==> src/design/lscs_pkg.sv <==
`timescale 1ns / 1ps
package lscs_pkg;
	localparam int MAX_SAMPLES = 1024;
	localparam int TRIG_BITS = 16;
	localparam int IDX_W = $clog2(MAX_SAMPLES);
	localparam int CORDIC_STEPS = 16;
	localparam int CW = TRIG_BITS + 3;
	localparam int TW = TRIG_BITS + 2;
	localparam int ZW = 20;
	localparam int PW = 17 + TW;
	localparam int PT_W = 18;
	localparam int DW = PT_W + 1;
	localparam int SQW = 2 * DW;
	localparam int ROOT_W = SQW / 2;
	localparam int CNT_W = 5;
	localparam int CORDIC_GAIN = 652032874 >> (30 - TRIG_BITS);
	localparam int TRIG_ONE = 1 << TRIG_BITS;

	localparam logic [2:0] CFG_ANGLE_START = 3'd0;
	localparam logic [2:0] CFG_ANGLE_STEP = 3'd1;
	localparam logic [2:0] CFG_BREAK_DIST = 3'd2;
	localparam logic [2:0] CFG_NEAR_LIMIT = 3'd3;
	localparam logic [2:0] CFG_MIN_POINTS = 3'd4;

	localparam logic [0:0] KIND_OBSTACLE = 1'b0;
	localparam logic [0:0] KIND_SUMMARY = 1'b1;

	typedef struct packed {
		logic load_in;
		logic cordic_step;
		logic mul_x;
		logic mul_y;
		logic scale_y;
		logic sq_x;
		logic sq_y;
		logic close_take;
		logic eq_x;
		logic eq_y;
		logic sqrt_init;
		logic sqrt_step;
		logic load_rec;
		logic new_cluster;
		logic upd_point;
		logic adv_nonfin;
		logic end_clear;
		logic load_sum;
	} cmd_t;

	typedef struct packed {
		logic fin;
		logic scan_end;
		logic brk;
		logic close_ok;
		logic ends_ok;
		logic cordic_last;
		logic sqrt_last;
		logic out_free;
		logic emitted;
	} sts_t;

	function automatic logic [ZW-1:0] atan_q20(input logic [3:0] i);
		logic [ZW-1:0] v;
		case (i)
			4'd0: v = 20'd131072;
			4'd1: v = 20'd77376;
			4'd2: v = 20'd40884;
			4'd3: v = 20'd20753;
			4'd4: v = 20'd10417;
			4'd5: v = 20'd5213;
			4'd6: v = 20'd2607;
			4'd7: v = 20'd1304;
			4'd8: v = 20'd652;
			4'd9: v = 20'd326;
			4'd10: v = 20'd163;
			4'd11: v = 20'd81;
			4'd12: v = 20'd41;
			4'd13: v = 20'd20;
			4'd14: v = 20'd10;
			4'd15: v = 20'd5;
			default: v = 20'd0;
		endcase
		return v;
	endfunction
endpackage

==> src/design/lscs_ctrl.sv <==
`timescale 1ns / 1ps
module lscs_ctrl (
	input logic clk,
	input logic arst_n,
	input logic in_valid,
	output logic in_ready,
	input lscs_pkg::sts_t sts,
	output lscs_pkg::cmd_t cmd
);
	import lscs_pkg::*;

	localparam logic [3:0] S_IDLE = 4'd0;
	localparam logic [3:0] S_CORD = 4'd1;
	localparam logic [3:0] S_MULX = 4'd2;
	localparam logic [3:0] S_MULY = 4'd3;
	localparam logic [3:0] S_SCALE = 4'd4;
	localparam logic [3:0] S_SQY = 4'd5;
	localparam logic [3:0] S_CMP = 4'd6;
	localparam logic [3:0] S_CLOSE = 4'd7;
	localparam logic [3:0] S_EQY = 4'd8;
	localparam logic [3:0] S_SQRT = 4'd9;
	localparam logic [3:0] S_EMIT = 4'd10;
	localparam logic [3:0] S_AFTER = 4'd11;
	localparam logic [3:0] S_NEW = 4'd12;
	localparam logic [3:0] S_UPD = 4'd13;
	localparam logic [3:0] S_END = 4'd14;
	localparam logic [3:0] S_SUM = 4'd15;

	logic [3:0] state_q, state_d;
	logic end_phase_q, end_phase_d;
	logic new_done_q, new_done_d;

	assign in_ready = (state_q == S_IDLE);

	always_comb begin
		cmd = '0;
		state_d = state_q;
		end_phase_d = end_phase_q;
		new_done_d = new_done_q;
		case (state_q)
			S_IDLE: begin
				if (in_valid) begin
					cmd.load_in = 1'b1;
					end_phase_d = 1'b0;
					new_done_d = 1'b0;
					state_d = S_CORD;
				end
			end
			S_CORD: begin
				if (!sts.fin) begin
					state_d = S_CLOSE;
				end else begin
					cmd.cordic_step = 1'b1;
					if (sts.cordic_last) state_d = S_MULX;
				end
			end
			S_MULX: begin
				cmd.mul_x = 1'b1;
				state_d = S_MULY;
			end
			S_MULY: begin
				cmd.mul_y = 1'b1;
				state_d = S_SCALE;
			end
			S_SCALE: begin
				cmd.scale_y = 1'b1;
				state_d = S_SQY;
			end
			S_SQY: begin
				cmd.sq_x = 1'b1;
				state_d = S_CMP;
			end
			S_CMP: begin
				cmd.sq_y = 1'b1;
				state_d = S_UPD;
			end
			S_CLOSE: begin
				cmd.close_take = 1'b1;
				cmd.eq_x = 1'b1;
				if (sts.close_ok && sts.ends_ok) state_d = S_EQY;
				else if (sts.close_ok) state_d = S_EMIT;
				else state_d = S_AFTER;
			end
			S_EQY: begin
				cmd.eq_y = 1'b1;
				state_d = S_SQRT;
			end
			S_SQRT: begin
				cmd.sqrt_init = 1'b1;
				state_d = S_EMIT;
			end
			S_EMIT: begin
				if (sts.sqrt_last || !sts.ends_ok) begin
					if (sts.out_free) begin
						cmd.load_rec = 1'b1;
						state_d = S_AFTER;
					end
				end else begin
					cmd.sqrt_step = 1'b1;
				end
			end
			S_AFTER: begin
				if (end_phase_q) state_d = S_SUM;
				else if (sts.fin) state_d = S_NEW;
				else begin
					cmd.adv_nonfin = 1'b1;
					state_d = S_END;
				end
			end
			S_NEW: begin
				cmd.new_cluster = 1'b1;
				new_done_d = 1'b1;
				state_d = S_UPD;
			end
			S_UPD: begin
				if (sts.brk && !new_done_q) begin
					state_d = S_CLOSE;
				end else begin
					cmd.upd_point = 1'b1;
					state_d = S_END;
				end
			end
			S_END: begin
				if (!sts.scan_end) state_d = S_IDLE;
				else if (!sts.emitted) begin
					end_phase_d = 1'b1;
					state_d = S_CLOSE;
				end else begin
					cmd.end_clear = 1'b1;
					state_d = S_SUM;
				end
			end
			S_SUM: begin
				if (sts.out_free) begin
					cmd.load_sum = 1'b1;
					state_d = S_IDLE;
				end
			end
			default: state_d = S_IDLE;
		endcase
	end

	always_ff @(posedge clk or negedge arst_n) begin
		if (!arst_n) begin
			state_q <= S_IDLE;
			end_phase_q <= 1'b0;
			new_done_q <= 1'b0;
		end else begin
			state_q <= state_d;
			end_phase_q <= end_phase_d;
			new_done_q <= new_done_d;
		end
	end
endmodule

==> config.mk <==
export PLATFORM = sky130hd
export DESIGN_NAME = lscs_ctrl
export DESIGN_NICKNAME = d
export VERILOG_FILES = /design/src/design/lscs_pkg.sv /design/src/design/lscs_ctrl.sv
export SDC_FILE = /design/constraint.sdc
export NUM_CORES = 1
export LEC_CHECK = 0
export BUFFER_PORTS_ARGS = -buffer_cell sky130_fd_sc_hd__buf_2
export CAP_MARGIN = 20
export CORE_MARGIN = 2
export CORE_UTILIZATION = 45
export CTS_BUF_LIST = sky130_fd_sc_hd__clkbuf_4
export CTS_CLUSTER_DIAMETER = 100
export DETAILED_ROUTE_END_ITERATION = 8
export GPL_ROUTABILITY_DRIVEN = 0
export GPL_TIMING_DRIVEN = 0
export PLACE_DENSITY = 0.78
export SYNTH_ARGS = -nofsm -noshare
export SYNTH_HDL_FRONTEND = slang
export SYNTH_SLANG_ARGS = --single-unit
==> constraint.sdc <==
create_clock -name clk -period 4.15 [get_ports clk]
set_clock_uncertainty 0.05 [all_clocks]
set_input_delay 0.6225 -clock clk [delete_from_list [all_inputs] [get_ports clk]]
set_output_delay 0.6225 -clock clk [all_outputs]
set_load 0.005 [all_outputs]
Word-level counts from Yosys, hierarchy flattened
Index checks and enable logic that the tools add are counted.
W data, S select, Z words.
{ "totals": {"regBits": 6, "in_bits": 12, "output_inout_bits": 19, "wordCells": 82} }
{ "op_classes": {"n_eq_ne": 22, "mux": 45, "n_reduce_logical": 12} }
{ "ops": {"columns": ["cell", "count"], "rows": [
  ["$pmux W4 S15", 1],
  ["$mux W4", 11],
  ["$eq A4 B4 Y1 const B", 8],
  ["$mux W1", 28],
  ["$eq A4 B3 Y1 const B", 4],
  ["$ne A2 B2 Y1 const B", 6],
  ["$eq A4 B2 Y1 const B", 2],
  ["$mux W2", 3],
  ["$reduce_and A5 Y1", 1],
  ["$eq A4 B1 Y1 const B", 1],
  ["$logic_not A4 Y1", 1],
  ["$pmux W1 S2", 2],
  ["$reduce_and A4 Y1", 1],
  ["$reduce_bool A2 Y1", 2],
  ["$ne A3 B3 Y1 const B", 1],
  ["$logic_and A1 B1 Y1", 2],
  ["$logic_not A1 Y1", 2],
  ["$reduce_and A2 Y1", 1],
  ["$reduce_or A2 Y1", 1],
  ["$logic_or A1 B1 Y1", 1]
]} }

Longest topological paths before layout
{ "logic_depth": {"ltp_word": 4, "mapped_depth": 6, "ltp_nobuf": 5} }

Worst setup path before layout
OpenSTA, ideal clock, no wires.
{ "synth_path": {"path_type": "reg2out", "start": "register state_q[1]", "end": "output cmd[17] (netlist name)", "t_arrival_ns": 1.240, "required_time_ns": 3.477, "setup_slack_ns": 2.238, "stages_incl_launch_ff": 6, "n_path_buf": 1, "path_cell_list": "dfrtp_1 > buf_6 > or4_4 > inv_2 > nand2_1 > inv_1"} }
{ "synth_lines": {"columns": ["element", "line_no", "source"], "rows": [
  ["start, declared", "lscs_ctrl.sv:29", "logic [3:0] state_q, state_d;"],
  ["start signal, assigned", "lscs_ctrl.sv:149", "state_q <= state_d;"],
  ["end, declared", "lscs_ctrl.sv:8", "output lscs_pkg::cmd_t cmd"]
]} }

==> results.md <==
* Status: complete, no violations
* Wire per inst at 13.5 um
* Max-slew violation count at 0
* Detail Placement HPWL at 1400 um
* Die Area at 1780 sq um
* Final period util at 0.559
* Height of the die at 42.1 um
* Reg2reg setup slack at 2.42 ns
* Filler Cell Count at ~130
* Critical Path RT at 3.48 ns
* # Post-CTS Setup Buffers at 0
* CTS Hold Bufs at 0
* Worst-Skew Late Latency at 0.25 ns
* Rel. slew slack at 0.637
* FF/Latch Area at 150 sq um
* DRC at 0
* End of the worst register-to-register path: state_q[0]$_DFFE_PN0P_
* Register area share after synthesis at 0.229
* Measured slew at the worst slew-check pin at 0.540 ns
* HP Class: input port to asynchronous set/reset pin
* Iter 0 DRT Violations at 33
* EDFF count, synth at 0
* RSZ-0062 raised after global routing: false
* Htree depth at 1
* Dominant synthesized flop cell: dfrtp_1
* MaxCap Viol Count at 0
* Largest net degree at the start of global routing at 11
* Total track usage at 0.214
* Achievable Freq at 0.431 GHz
* Initial Util at 0.491
* Vias in the first global route at 686
* Layout Nets at 133
* Footprint of the multi-input gates at 430 sq um
* Antenna cells at 0
* I/O Buffers at 30
* Maximum vdd drop at 0.360 mV
* Clock Sink Count at 6
* Worst setup EP type: output port
* Clock tree buffer depth at 2
* Syn nets at 98
* CTS tree: built
* Rows at 13
* Remaining antenna violation count at 0
* Leakage at 0.462 nW
* Most common cell after layout, fill and taps aside: buf_2
* Total power at 0.563 mW
* Cts repair resizes at 0
* Synth Register Bits at 6
* Ys async rst share at 1.00
* Placed Cells at 131
* Mapped Avg Cell Area at 7.61 sq um
* Critical Path AT at 1.65 ns
* Final wirelength at 1810 um
* Worst Path Max Fanout at 9
* P&R area growth vs syn at 29.3%
* First-pass GRT wire length at between 2000 and 3000 um
* Startpoint types: flop
* Worst r2r path cells at 5
* Cell Pwr Density at between 600 and 700 nW/um^2
* Cell Area, Placed at 823 sq um
* GR Overflow Total at 0
* DR vias/cell at 5.81
* Sum Neg Setup Slack at 0 ns
* Setup violators final at 0
* Synth cell types at 37
* Clock-pin transition on the worst setup and hold timing paths at 0.05 ns
* Finished Cell Area at 846 sq um
* CP Class: flop to output port
* Synth warn at 0
* Core box area at 1330 sq um
* First-pass detailed-route iteration total at 4
* Initial antenna violation count at 0
* Final non-filler cell total at 134
* Die X-Extent at 42.1 um
* Critical R2R Launch: state_q[1]$_DFFE_PN0P_
* Commonest cells after routing, fill and taps aside: buf_2, nor3_1, o31ai_1, nor2_1, dfrtp_1
* CTS Root Cell: clkbuf_4
* DR vias at 779
* Share of cells above drive strength 1 at 0.403
* Final Hold Violating Endpoints at 0
* Ports at 31
* CTS Buf Count at 3
* Post-Syn Instances at 86
* Post-Syn Area at 654 sq um
* Final min period at 2.32 ns
==> how the worst max path moves through the flow <==
stage	endpoint	from	depth (start not counted)
floorplan	cmd[17]	state_q[1]$_DFFE_PN0P_	5
global placement	cmd[17]	state_q[1]$_DFFE_PN0P_	6
detailed placement	cmd[17]	state_q[1]$_DFFE_PN0P_	6
CTS	cmd[17]	state_q[1]$_DFFE_PN0P_	6
global route	cmd[4]	state_q[3]$_DFFE_PN0P_	6
finish	cmd[17]	state_q[1]$_DFFE_PN0P_	6
==> cell usage after synthesis, types with 2 or more instances <==
cell / count / area share
nor2_1: 6 / 0.034
inv_1: 4 / 0.023
nor3_1: 8 / 0.061
nand3_1: 2 / 0.015
a21oi_1: 3 / 0.023
or3b_1: 2 / 0.027
dfrtp_1: 6 / 0.23
buf_2: 5 / 0.038
buf_4: 2 / 0.023
o31ai_1: 7 / 0.080
nand2b_1: 4 / 0.038
o21ai_0: 3 / 0.023
nor4_1: 3 / 0.029
nor2b_1: 4 / 0.038
nand2_1: 5 / 0.029
==> area by class of cell <==
class / count / area share
Tap cell: 15 / 0.0222
Multi-Input combinational cell: 66 / 0.509
Timing Repair Buffer: 30 / 0.178
Buffer: 9 / 0.0651
Inverter: 5 / 0.0222
Sequential cell: 6 / 0.178
Clock buffer: 3 / 0.0266
==> layer usage <==
layer  wire length, um  global-route usage
met1               748               0.264
met2               893               0.344
met3               158              0.0905
met4                 6              0.0563
met5                 0                   0
==> worst max-delay path: stages, from the launching register on <==
cell and delay [ns]:
dfrtp_1 0.37, buf_6 0.13, or4_4 0.55, inv_2 0.09, nand2_1 0.10, inv_1 0.06, buf_2 0.10
==> registers in the layout (all words and copies together), names as in the netlist <==
signal,count
new_done_q,1
state_q,4
end_phase_q,1
==> logic make-up after synthesis <==
group                     count (synthesis)  synth area share
AOI/OAI and AO/OA                        20             0.233
xor gates and xnor gates                  1            0.0134
buffers and inverters                    14             0.113
DFF                                       6             0.229
and+or+nand+nor                          45             0.411
==> power breakdown <==
group | internal (mW) | leakage, nW | switching, mW | total, mW
Combinational | 0.177 | 0.376 | 0.224 | 0.401
Sequential | 0.0877 | 0.0731 | 0.0201 | 0.108
Clock | 0.0328 | 0.0138 | 0.0218 | 0.0545
Total | 0.297 | 0.462 | 0.266 | 0.563
==> metrics by stage <==
| step | util | worst slack (ns) | hold slack (ns) |
|---|---|---|---|
| floorplan | - | 2.24 | 0.277 |
| global placement | 0.617 | 2.09 | 0.400 |
| detailed placement | 0.617 | 2.08 | 0.403 |
| CTS | 0.634 | 1.82 | 0.133 |
| global route | 0.634 | 1.70 | 0.132 |
| finish | 0.634 | 1.83 | 0.135 |
(Power assumes the default switching activity.)
